<file path="config.mk">
export PLATFORM = sky130hd
export DESIGN_NAME = line_segment_rect_clip_unit
export DESIGN_NICKNAME = d
export VERILOG_FILES = /design/src/hw/rtl/lsrc_pkg.sv /design/src/hw/rtl/line_segment_rect_clip_unit.sv /design/src/hw/rtl/lsrc_fifo.sv /design/src/hw/rtl/lsrc_front.sv /design/src/hw/rtl/lsrc_engine.sv
export SDC_FILE = /design/constraint.sdc
export NUM_CORES = 2
export LEC_CHECK = 0
export ABC_AREA = 0
export BUFFER_PORTS_ARGS = -buffer_cell sky130_fd_sc_hd__buf_2
export CORE_UTILIZATION = 64
export DETAILED_ROUTE_END_ITERATION = 6
export GPL_TIMING_DRIVEN = 0
export PLACE_DENSITY_LB_ADDON = 0.08
export SETUP_SLACK_MARGIN = 0.4
export SLEW_MARGIN = 5
export SYNTH_ARGS = -nofsm -noshare
export SYNTH_HDL_FRONTEND = slang
export SYNTH_SLANG_ARGS = --single-unit
</file>
<file path="constraint.sdc">
create_clock -name clock -period 14.2 [get_ports clock]
set_clock_uncertainty 0.1 [all_clocks]
set_input_delay 0.71 -clock clock [delete_from_list [all_inputs] [get_ports clock]]
set_output_delay 0.71 -clock clock [all_outputs]
set_load 0.05 [all_outputs]
</file>
<file path="src/hw/rtl/lsrc_pkg.sv">
`default_nettype none

package lsrc_pkg;

   localparam int COORD_WIDTH     = 32;
   localparam int FRAC_BITS       = 16;
   localparam int STYLE_WIDTH     = 6;
   localparam int SHAPE_WIDTH     = 2;
   localparam int CSR_INDEX_WIDTH = 2;
   localparam int MAX_PASSES      = 4;
   localparam int JOB_DEPTH       = 2;
   localparam int RSP_DEPTH       = 2;

   localparam logic [STYLE_WIDTH-1:0] SHAPE_MASK = STYLE_WIDTH'(3);

   typedef logic signed [COORD_WIDTH-1:0] coord_type;

   localparam coord_type WINDOW_ONE = coord_type'(64'd1 << FRAC_BITS);

   typedef enum logic [CSR_INDEX_WIDTH-1:0] {
      CSR_WINDOW_LEFT   = 2'd0,
      CSR_WINDOW_BOTTOM = 2'd1,
      CSR_WINDOW_RIGHT  = 2'd2,
      CSR_WINDOW_TOP    = 2'd3
   } csr_index_type;

   typedef enum logic [2:0] {
      ENG_IDLE,
      ENG_SELECT,
      ENG_MUL,
      ENG_DIVCHK,
      ENG_DIV,
      ENG_APPLY,
      ENG_DONE
   } eng_state_type;

   typedef struct packed {
      coord_type left;
      coord_type bottom;
      coord_type right;
      coord_type top;
   } win_type;

   typedef struct packed {
      coord_type                inside_x;
      coord_type                inside_y;
      coord_type                far_x;
      coord_type                far_y;
      logic [STYLE_WIDTH-1:0]   line_style;
      logic                     want_marker;
   } req_type;

   typedef struct packed {
      coord_type                inside_x;
      coord_type                inside_y;
      coord_type                far_x;
      coord_type                far_y;
      logic [STYLE_WIDTH-1:0]   line_style;
      logic                     want_marker;
      logic [SHAPE_WIDTH-1:0]   marker_shape;
      logic                     start_outside;
   } job_type;

   typedef struct packed {
      coord_type                start_x;
      coord_type                start_y;
      coord_type                end_x;
      coord_type                end_y;
      logic [STYLE_WIDTH-1:0]   style_out;
      logic                     draw_marker;
      logic [SHAPE_WIDTH-1:0]   marker_shape;
      logic                     start_outside;
   } rsp_type;

endpackage

`default_nettype wire

</file>
<file path="src/hw/rtl/line_segment_rect_clip_unit.sv">
// A segment that needs no clipping passes from the job queue through select to done;
// a clipping pass runs setup, 3 multiply steps, a range check, 32 divide steps and
// an update, skips the divide steps when the quotient overflows, and skips both the
// multiply and divide steps when the segment has no extent along the moved axis; up to four passes.
// The engine works on one request at a time with its radix-2 divider; later requests wait in the job queue.
// Reset is synchronous and active high; it empties both queues, idles the engine
// and loads the window with left and bottom 0.0, right and top 1.0.
`default_nettype none

module line_segment_rect_clip_unit
   import lsrc_pkg::*;
#(
   parameter int JOB_QUEUE_DEPTH = JOB_DEPTH,
   parameter int RSP_QUEUE_DEPTH = RSP_DEPTH
) (
   input  wire logic                       clock,
   input  wire logic                       reset,
   input  wire logic                       push,
   input  wire req_type                    req_data,
   output logic                            full,
   input  wire logic                       pop,
   output rsp_type                         rsp_data,
   output logic                            empty,
   input  wire logic                       csr_valid,
   output logic                            csr_ready,
   input  wire logic [CSR_INDEX_WIDTH-1:0] csr_index,
   input  wire logic [COORD_WIDTH-1:0]     csr_wdata
);

   win_type win_ff, win_in;

   job_type job;
   logic    job_empty, job_pop;
   rsp_type rsp_new;
   logic    rsp_push, rsp_full;
   logic [$bits(rsp_type)-1:0] rsp_bits;

   assign csr_ready = 1'b1;

   always_comb begin
      win_in = win_ff;
      if (csr_valid) begin
         unique case (csr_index_type'(csr_index))
            CSR_WINDOW_LEFT:   win_in.left   = coord_type'(csr_wdata);
            CSR_WINDOW_BOTTOM: win_in.bottom = coord_type'(csr_wdata);
            CSR_WINDOW_RIGHT:  win_in.right  = coord_type'(csr_wdata);
            CSR_WINDOW_TOP:    win_in.top    = coord_type'(csr_wdata);
            default:           win_in        = win_ff;
         endcase
      end
   end

   always_ff @(posedge clock) begin
      if (reset) begin
         win_ff.left   <= '0;
         win_ff.bottom <= '0;
         win_ff.right  <= WINDOW_ONE;
         win_ff.top    <= WINDOW_ONE;
      end else begin
         win_ff <= win_in;
      end
   end

   lsrc_front #(
      .DEPTH (JOB_QUEUE_DEPTH)
   ) u_front (
      .clock     (clock),
      .reset     (reset),
      .push      (push),
      .req       (req_data),
      .win       (win_ff),
      .full      (full),
      .job_pop   (job_pop),
      .job       (job),
      .job_empty (job_empty)
   );

   lsrc_engine u_engine (
      .clock     (clock),
      .reset     (reset),
      .win       (win_ff),
      .job       (job),
      .job_empty (job_empty),
      .job_pop   (job_pop),
      .rsp       (rsp_new),
      .rsp_full  (rsp_full),
      .rsp_push  (rsp_push)
   );

   lsrc_fifo #(
      .WIDTH ($bits(rsp_type)),
      .DEPTH (RSP_QUEUE_DEPTH)
   ) u_rsp_queue (
      .clock (clock),
      .reset (reset),
      .push  (rsp_push),
      .wdata (rsp_new),
      .full  (rsp_full),
      .pop   (pop),
      .rdata (rsp_bits),
      .empty (empty)
   );

   assign rsp_data = rsp_type'(rsp_bits);

endmodule

`default_nettype wire

</file>
<file path="src/hw/rtl/lsrc_fifo.sv">
`default_nettype none

module lsrc_fifo
   import lsrc_pkg::*;
#(
   parameter int WIDTH = 8,
   parameter int DEPTH = 2
) (
   input  wire logic             clock,
   input  wire logic             reset,
   input  wire logic             push,
   input  wire logic [WIDTH-1:0] wdata,
   output logic                  full,
   input  wire logic             pop,
   output logic [WIDTH-1:0]      rdata,
   output logic                  empty
);

   localparam int AW = (DEPTH > 1) ? $clog2(DEPTH) : 1;
   localparam int CW = $clog2(DEPTH + 1);
   localparam logic [AW-1:0] PTR_LAST = AW'(DEPTH - 1);
   localparam logic [CW-1:0] COUNT_FULL = CW'(DEPTH);

   logic [WIDTH-1:0] mem_ff [DEPTH];
   logic [AW-1:0]    wr_ptr_ff, wr_ptr_in;
   logic [AW-1:0]    rd_ptr_ff, rd_ptr_in;
   logic [CW-1:0]    count_ff, count_in;
   logic             do_push, do_pop;

   assign full    = (count_ff == COUNT_FULL);
   assign empty   = (count_ff == '0);
   assign do_push = push && !full;
   assign do_pop  = pop && !empty;
   assign rdata   = mem_ff[rd_ptr_ff];

   always_comb begin
      wr_ptr_in = wr_ptr_ff;
      rd_ptr_in = rd_ptr_ff;
      count_in  = count_ff;
      if (do_push) begin
         wr_ptr_in = (wr_ptr_ff == PTR_LAST) ? '0 : wr_ptr_ff + AW'(1);
      end
      if (do_pop) begin
         rd_ptr_in = (rd_ptr_ff == PTR_LAST) ? '0 : rd_ptr_ff + AW'(1);
      end
      if (do_push && !do_pop) begin
         count_in = count_ff + CW'(1);
      end else if (do_pop && !do_push) begin
         count_in = count_ff - CW'(1);
      end
   end

   always_ff @(posedge clock) begin
      if (reset) begin
         wr_ptr_ff <= '0;
         rd_ptr_ff <= '0;
         count_ff  <= '0;
      end else begin
         wr_ptr_ff <= wr_ptr_in;
         rd_ptr_ff <= rd_ptr_in;
         count_ff  <= count_in;
      end
   end

   always_ff @(posedge clock) begin
      if (do_push) begin
         mem_ff[wr_ptr_ff] <= wdata;
      end
   end

endmodule

`default_nettype wire

</file>
<file path="src/hw/rtl/lsrc_front.sv">
`default_nettype none

module lsrc_front
   import lsrc_pkg::*;
#(
   parameter int DEPTH = JOB_DEPTH
) (
   input  wire logic    clock,
   input  wire logic    reset,
   input  wire logic    push,
   input  wire req_type req,
   input  wire win_type win,
   output logic         full,
   input  wire logic    job_pop,
   output job_type      job,
   output logic         job_empty
);

   job_type                  job_new;
   logic [$bits(job_type)-1:0] job_bits;

   // The start point is flagged when it lies beyond any edge of the window.
   always_comb begin
      job_new.inside_x      = req.inside_x;
      job_new.inside_y      = req.inside_y;
      job_new.far_x         = req.far_x;
      job_new.far_y         = req.far_y;
      job_new.line_style    = req.line_style;
      job_new.want_marker   = req.want_marker;
      job_new.marker_shape  = SHAPE_WIDTH'(req.line_style & SHAPE_MASK);
      job_new.start_outside = (req.inside_x < win.left) || (req.inside_x > win.right) ||
                              (req.inside_y < win.bottom) || (req.inside_y > win.top);
   end

   lsrc_fifo #(
      .WIDTH ($bits(job_type)),
      .DEPTH (DEPTH)
   ) u_job_queue (
      .clock (clock),
      .reset (reset),
      .push  (push),
      .wdata (job_new),
      .full  (full),
      .pop   (job_pop),
      .rdata (job_bits),
      .empty (job_empty)
   );

   assign job = job_type'(job_bits);

endmodule

`default_nettype wire

</file>
<file path="src/hw/rtl/lsrc_engine.sv">
`default_nettype none

module lsrc_engine
   import lsrc_pkg::*;
(
   input  wire logic    clock,
   input  wire logic    reset,
   input  wire win_type win,
   input  wire job_type job,
   input  wire logic    job_empty,
   output logic         job_pop,
   output rsp_type      rsp,
   input  wire logic    rsp_full,
   output logic         rsp_push
);

   localparam int W         = COORD_WIDTH;
   localparam int DW        = W + 1;
   localparam int PW        = 2 * DW;
   localparam int MUL_CHUNK = 16;
   localparam int NCH       = (DW + MUL_CHUNK - 1) / MUL_CHUNK;
   localparam int BPW       = NCH * MUL_CHUNK;
   localparam int CW        = $clog2(W);
   localparam int PASS_W    = $clog2(MAX_PASSES + 1);

   localparam logic [CW-1:0]     MUL_LAST   = CW'(NCH - 1);
   localparam logic [CW-1:0]     DIV_LAST   = CW'(W - 1);
   localparam logic [PASS_W-1:0] PASS_LIMIT = PASS_W'(MAX_PASSES);
   localparam coord_type         SAT_MAX    = coord_type'({1'b0, {(W-1){1'b1}}});
   localparam coord_type         SAT_MIN    = coord_type'({1'b1, {(W-1){1'b0}}});

   function automatic logic [DW-1:0] mag_f(input logic signed [DW-1:0] v);
      logic signed [DW-1:0] n;
      n = -v;
      return v[DW-1] ? DW'(n) : DW'(v);
   endfunction

   eng_state_type state_ff, state_in;

   job_type           job_ff, job_in;
   coord_type         xo_ff, xo_in;
   coord_type         yo_ff, yo_in;
   logic [PASS_W-1:0] pass_ff, pass_in;
   logic [DW-1:0]     a_ff, a_in;
   logic [BPW-1:0]    b_ff, b_in;
   logic [DW-1:0]     den_ff, den_in;
   logic              neg_ff, neg_in;
   logic              zero_ff, zero_in;
   logic              ovf_ff, ovf_in;
   logic              move_x_ff, move_x_in;
   coord_type         base_ff, base_in;
   coord_type         edge_ff, edge_in;
   logic [PW-1:0]     prod_ff, prod_in;
   logic [DW-1:0]     rem_ff, rem_in;
   logic [W-1:0]      quo_ff, quo_in;
   logic [CW-1:0]     cnt_ff, cnt_in;

   // Pass setup terms.
   logic                 clip_sel;
   logic                 move_x_sel;
   coord_type            edge_sel;
   coord_type            move_near, move_far, other_near, other_far;
   logic signed [DW-1:0] other_d, edge_d, move_d;

   // Arithmetic terms.
   logic [DW+MUL_CHUNK-1:0] partial;
   logic [W+1:0]            prod_hi;
   logic [DW:0]             trial;
   logic                    trial_ge;
   logic [W-1:0]            quot;
   logic signed [W+1:0]     base_x, quot_x, sum;
   coord_type               result;

   always_comb begin
      clip_sel   = 1'b1;
      move_x_sel = 1'b1;
      edge_sel   = win.left;
      priority if (xo_ff < win.left) begin
         move_x_sel = 1'b1;
         edge_sel   = win.left;
      end else if (yo_ff < win.bottom) begin
         move_x_sel = 1'b0;
         edge_sel   = win.bottom;
      end else if (xo_ff > win.right) begin
         move_x_sel = 1'b1;
         edge_sel   = win.right;
      end else if (yo_ff > win.top) begin
         move_x_sel = 1'b0;
         edge_sel   = win.top;
      end else begin
         clip_sel = 1'b0;
      end

      move_near  = move_x_sel ? job_ff.inside_x : job_ff.inside_y;
      move_far   = move_x_sel ? xo_ff : yo_ff;
      other_near = move_x_sel ? job_ff.inside_y : job_ff.inside_x;
      other_far  = move_x_sel ? yo_ff : xo_ff;
      other_d    = DW'(other_far) - DW'(other_near);
      edge_d     = DW'(edge_sel) - DW'(move_near);
      move_d     = DW'(move_far) - DW'(move_near);
   end

   always_comb begin
      partial  = a_ff * b_ff[BPW-1 -: MUL_CHUNK];
      prod_hi  = prod_ff[PW-1:W];
      trial    = {rem_ff, quo_ff[W-1]};
      trial_ge = (trial >= {1'b0, den_ff});
      quot     = zero_ff ? '0 : quo_ff;
      base_x   = (W+2)'(base_ff);
      quot_x   = signed'({2'b00, quot});
      sum      = neg_ff ? (base_x - quot_x) : (base_x + quot_x);
      if (ovf_ff) begin
         result = neg_ff ? SAT_MIN : SAT_MAX;
      end else if ((sum[W+1] == sum[W]) && (sum[W] == sum[W-1])) begin
         result = coord_type'(sum[W-1:0]);
      end else begin
         result = sum[W+1] ? SAT_MIN : SAT_MAX;
      end
   end

   always_comb begin
      state_in  = state_ff;
      job_in    = job_ff;
      xo_in     = xo_ff;
      yo_in     = yo_ff;
      pass_in   = pass_ff;
      a_in      = a_ff;
      b_in      = b_ff;
      den_in    = den_ff;
      neg_in    = neg_ff;
      zero_in   = zero_ff;
      ovf_in    = ovf_ff;
      move_x_in = move_x_ff;
      base_in   = base_ff;
      edge_in   = edge_ff;
      prod_in   = prod_ff;
      rem_in    = rem_ff;
      quo_in    = quo_ff;
      cnt_in    = cnt_ff;
      job_pop   = 1'b0;
      rsp_push  = 1'b0;

      unique case (state_ff)
         ENG_IDLE: begin
            if (!job_empty) begin
               job_pop  = 1'b1;
               job_in   = job;
               xo_in    = job.far_x;
               yo_in    = job.far_y;
               pass_in  = '0;
               state_in = ENG_SELECT;
            end
         end
         ENG_SELECT: begin
            if ((pass_ff == PASS_LIMIT) || !clip_sel) begin
               state_in = ENG_DONE;
            end else begin
               a_in      = mag_f(other_d);
               b_in      = BPW'(mag_f(edge_d));
               den_in    = mag_f(move_d);
               neg_in    = other_d[DW-1] ^ edge_d[DW-1] ^ move_d[DW-1];
               zero_in   = (move_d == '0);
               ovf_in    = 1'b0;
               move_x_in = move_x_sel;
               base_in   = other_near;
               edge_in   = edge_sel;
               prod_in   = '0;
               cnt_in    = MUL_LAST;
               // A segment with no extent along the moving axis keeps the
               // other coordinate, so the product and quotient are skipped.
               state_in  = (move_d == '0) ? ENG_APPLY : ENG_MUL;
            end
         end
         ENG_MUL: begin
            prod_in = {prod_ff[PW-MUL_CHUNK-1:0], {MUL_CHUNK{1'b0}}} + PW'(partial);
            b_in    = {b_ff[BPW-MUL_CHUNK-1:0], {MUL_CHUNK{1'b0}}};
            if (cnt_ff == '0) begin
               state_in = ENG_DIVCHK;
            end else begin
               cnt_in = cnt_ff - CW'(1);
            end
         end
         ENG_DIVCHK: begin
            // A quotient that does not fit the coordinate width saturates.
            if (prod_hi >= (W+2)'(den_ff)) begin
               ovf_in   = 1'b1;
               state_in = ENG_APPLY;
            end else begin
               rem_in   = prod_hi[DW-1:0];
               quo_in   = prod_ff[W-1:0];
               cnt_in   = DIV_LAST;
               state_in = ENG_DIV;
            end
         end
         ENG_DIV: begin
            rem_in = trial_ge ? DW'(trial - {1'b0, den_ff}) : trial[DW-1:0];
            quo_in = {quo_ff[W-2:0], trial_ge};
            if (cnt_ff == '0) begin
               state_in = ENG_APPLY;
            end else begin
               cnt_in = cnt_ff - CW'(1);
            end
         end
         ENG_APPLY: begin
            if (move_x_ff) begin
               xo_in = edge_ff;
               yo_in = result;
            end else begin
               xo_in = result;
               yo_in = edge_ff;
            end
            pass_in  = pass_ff + PASS_W'(1);
            state_in = ENG_SELECT;
         end
         ENG_DONE: begin
            if (!rsp_full) begin
               rsp_push = 1'b1;
               state_in = ENG_IDLE;
            end
         end
         default: begin
            state_in = ENG_IDLE;
         end
      endcase
   end

   always_ff @(posedge clock) begin
      if (reset) begin
         state_ff <= ENG_IDLE;
      end else begin
         state_ff <= state_in;
      end
   end

   always_ff @(posedge clock) begin
      job_ff    <= job_in;
      xo_ff     <= xo_in;
      yo_ff     <= yo_in;
      pass_ff   <= pass_in;
      a_ff      <= a_in;
      b_ff      <= b_in;
      den_ff    <= den_in;
      neg_ff    <= neg_in;
      zero_ff   <= zero_in;
      ovf_ff    <= ovf_in;
      move_x_ff <= move_x_in;
      base_ff   <= base_in;
      edge_ff   <= edge_in;
      prod_ff   <= prod_in;
      rem_ff    <= rem_in;
      quo_ff    <= quo_in;
      cnt_ff    <= cnt_in;
   end

   always_comb begin
      rsp.start_x       = job_ff.inside_x;
      rsp.start_y       = job_ff.inside_y;
      rsp.end_x         = xo_ff;
      rsp.end_y         = yo_ff;
      rsp.style_out     = job_ff.line_style;
      rsp.draw_marker   = job_ff.want_marker;
      rsp.marker_shape  = job_ff.marker_shape;
      rsp.start_outside = job_ff.start_outside;
   end

endmodule

`default_nettype wire

</file>
==> flow_summary_export.csv <==
group,metric,value,unit
worst_setup_path,required,14.55,ns
synth,synth_top_area_cell,"edfxtp_1",
synth,synth_nets,8922,
timing,fmax,80.8,MHz
global_routing,grt_remaining_overflow,0,
place,placed_cell_area,84300,um2
global_routing,grt_pass1_vias,62700,
synth,synth.top_cells.by_area,"edfxtp_1 38%, fa_1 12%, ha_1 9.1%",
status,status,"complete, but fails checks",
clock_tree,clock_latency,0.79,ns
timing,whs,0.0270,ns
floorplan,num_rows,129,
synth,ys_seq_elements,1142,
run,drv_cap,1,
worst_setup_path,end_kind,"register",
worst_setup_path,crit_top_cell,"o21ai_0",
clock_tree,path_clk_slew,0.07,ns
clock_tree,post_cts_buffers,0,
route,detail_route.vias_per_cell,6.41,
route,drc,1,
route,drt_iter0_markers,7411,
global_routing,grt_pass1_wl,399000,um
worst_setup_path,cp-start-kind,"register",
cells_and_area,area_growth,10.4,%
worst_setup_path,crit_type,"register to register",
timing,setup_viol,0,
synth,yosysMostFrequentCell,"nand2_1",
place,dp_hpwl,222000,um
place,post-place-ws,2.41,ns
synth,synth_cells,7697,
min_path,hold_path_class,"input port to register",
clock_tree,cts_resized,0,
place,portBuffers,312,
floorplan,dieArea,127000,um2
timing,period_minus_slack,12.38,ns
floorplan,io-pin-count,315,
timing,layout_worst_path_cycle_share,0.871,
route,drt-pass1-iter-count,7,
route,vias,63600,
worst_setup_path,cp.arrival,12.72,ns
clock_tree,clock_path_buffers,3,
route,ant_nets,0,
synth,netlist.area_leader.share,0.375,
cells_and_area,nFillCells,9015,
place,place_congestion,1.06,
cells_and_area,final_area,88500,um2
worst_setup_path,path_max_fanout,10,
route,routedWlPerCell,28.1,um
global_routing,grt_usage,0.436,
worst_setup_path,critical_path.max_stage_delay,0.73,ns
synth,yosysSeqAreaShare,0.410,
cells_and_area,nets,9391,
synth,synth_edf_count,1001,
synth,synth_common_cells,"1159 x nand2_1, 1001 x edfxtp_1, 817 x inv_1, 582 x ha_1, 469 x fa_1",
clock_tree,cts_buffers,117,
floorplan,die_h,356,um
timing,worst_pin_slew,1.55,ns
cells_and_area,utilization,0.714,
clock_tree,cts.sinks,1142,
route,drt_wl_total,278000,um
status,violations,"DRC, capacitance limit, slew limit",
global_routing,antenna_found_initial,23,
timing,rsz0062_at_grt,"false",
worst_setup_path,critPathSlowestCell,"edfxtp_1",
synth,synthFlopType,"edfxtp_1",
clock_tree,cts_root_buf,"clkbuf_16",
floorplan,die_w,356,um
global_routing,grt_max_degree,87,
timing,hold_viol_final,0,
clock_tree,htree_levels,3,
synth,synth_area_per_cell,10.4,um2
floorplan,start_util,0.646,
timing,final.setup.worst_slack,1.82,ns
timing,slew_violations,11,
clock_tree,cts_tree,"built",
timing,relSlewSlack,-0.0336,
synth,async_flop_share,0,
floorplan,core_area,124000,um2
synth,synth_area,80100,um2
synth,ys_warn_count,0,
cells_and_area,drive_above_1_share,0.108,
synth,synth_cell_types,134,
## path summary, 6_finish.rpt
path | slack, ns | end | from | depth (start not counted)
min | 0.03 | u_front.u_job_queue.mem_ff[0][55] | req_data[52] | 1
max reg2reg | 1.82 | u_engine.a_ff[30] | u_engine.yo_ff[17] | 37
min reg2reg | 0.35 | u_rsp_queue.mem_ff[0][0] | u_engine.rsp[0] | 0
max | 1.82 | u_engine.a_ff[30] | u_engine.yo_ff[17] | 37
## cells by family after synthesis
kind of cell	share of synthesized area
adder cells (fa/ha/maj)	0.209
flip-flops	0.410
AO/OA/AOI/OAI	0.111
buffers and inverters	0.0543
other	0.0000468
multiplexers	0.0458
AND/OR/NAND/NOR	0.137
XOR/XNOR	0.0325
## worst max-delay path, delay by kind of cell, from the launching register on
kind	cells	cell delay [ns]
multiplexers	2	0.81
AND/OR/NAND/NOR	7	1.92
buffers and inverters	6	2.28
adder cells (fa/ha/maj)	3	1.18
AO/OA/AOI/OAI	18	4.92
XOR/XNOR	1	0.12
flip-flops	1	0.73
## cell usage in the layout, fill, tap and decap left out, drive strengths merged, types with 21 or more instances in the layout
cell type | Yosys | final
o211ai | 46 | 46
nor3 | 107 | 107
mux2 | 215 | 215
ha | 582 | 582
and2 | 172 | 172
clkbuf | 257 | 387
nor2b | 88 | 88
a21o | 107 | 107
xor2 | 122 | 122
nor2 | 402 | 402
a21oi | 439 | 439
nand2 | 1160 | 1160
nor4 | 21 | 21
mux2i | 124 | 124
dfxtp | 141 | 141
or2 | 31 | 31
edfxtp | 1001 | 1001
or3 | 26 | 26
nand3 | 72 | 72
o21bai | 25 | 25
buf | 46 | 388
xnor2 | 174 | 174
o221ai | 64 | 64
o21a | 34 | 34
fa | 469 | 469
a211oi | 33 | 33
nand4 | 73 | 73
inv | 821 | 828
o21ai | 339 | 339
and3 | 59 | 59
nand2b | 91 | 91
a221oi | 24 | 24
clkinv | 2 | 52
a31oi | 33 | 33
## registers in the layout, summed over array words and instances (netlist names), 32 cells and up, named ones only
register,count
u_front.u_job_queue.mem_ff,272
u_rsp_queue.mem_ff,272
u_engine.a_ff,33
u_engine.quo_ff,32
u_engine.edge_ff,32
u_engine.rsp,72
win_ff,128
u_engine.rem_ff,33
u_engine.base_ff,32
u_engine.den_ff,33
u_engine.b_ff,48
u_engine.yo_ff,32
u_engine.prod_ff,66
u_engine.xo_ff,32
## routing by layer
metal	vias to the layer above	part of all wire	track usage	wire, um
met1	31100	0.36	0.533	99800
met5	-	0.00011	0	30
li1	27700	-	-	-
met4	4	0.087	0.317	24100
met2	3728	0.46	0.694	127000
met3	967	0.099	0.0817	27600
## metrics by stage
step                      instances  setup TNS [ns]
after CTS                      9898               0
after floorplan                7697               0
after detailed placement       9675               0
after global routing           9903               0
final                          9915               0
after global placement         9646         -484.99
## area by class of cell
class	instances	area [um2]	share of cell area
Timing Repair Buffer	350	2160	0.0244
Buffer	303	1260	0.0142
Multi-Input combinational cell	5429	43000	0.486
Inverter	823	3100	0.0350
Antenna cell	16	40.0	0.000453
Clock inverter	85	1020	0.0116
Tap cell	1637	2050	0.0232
Sequential cell	1142	32900	0.372
Clock buffer	130	3000	0.0339
## repair_timing
item,4_1_cts,5_1_grt
hold buffers,8,0
endpoints found under the setup margin,0,0
endpoints found under the hold margin,15,0
Power is not shown: default switching activity piles up to over one toggle a cycle in this logic, so the estimate is an artifact.
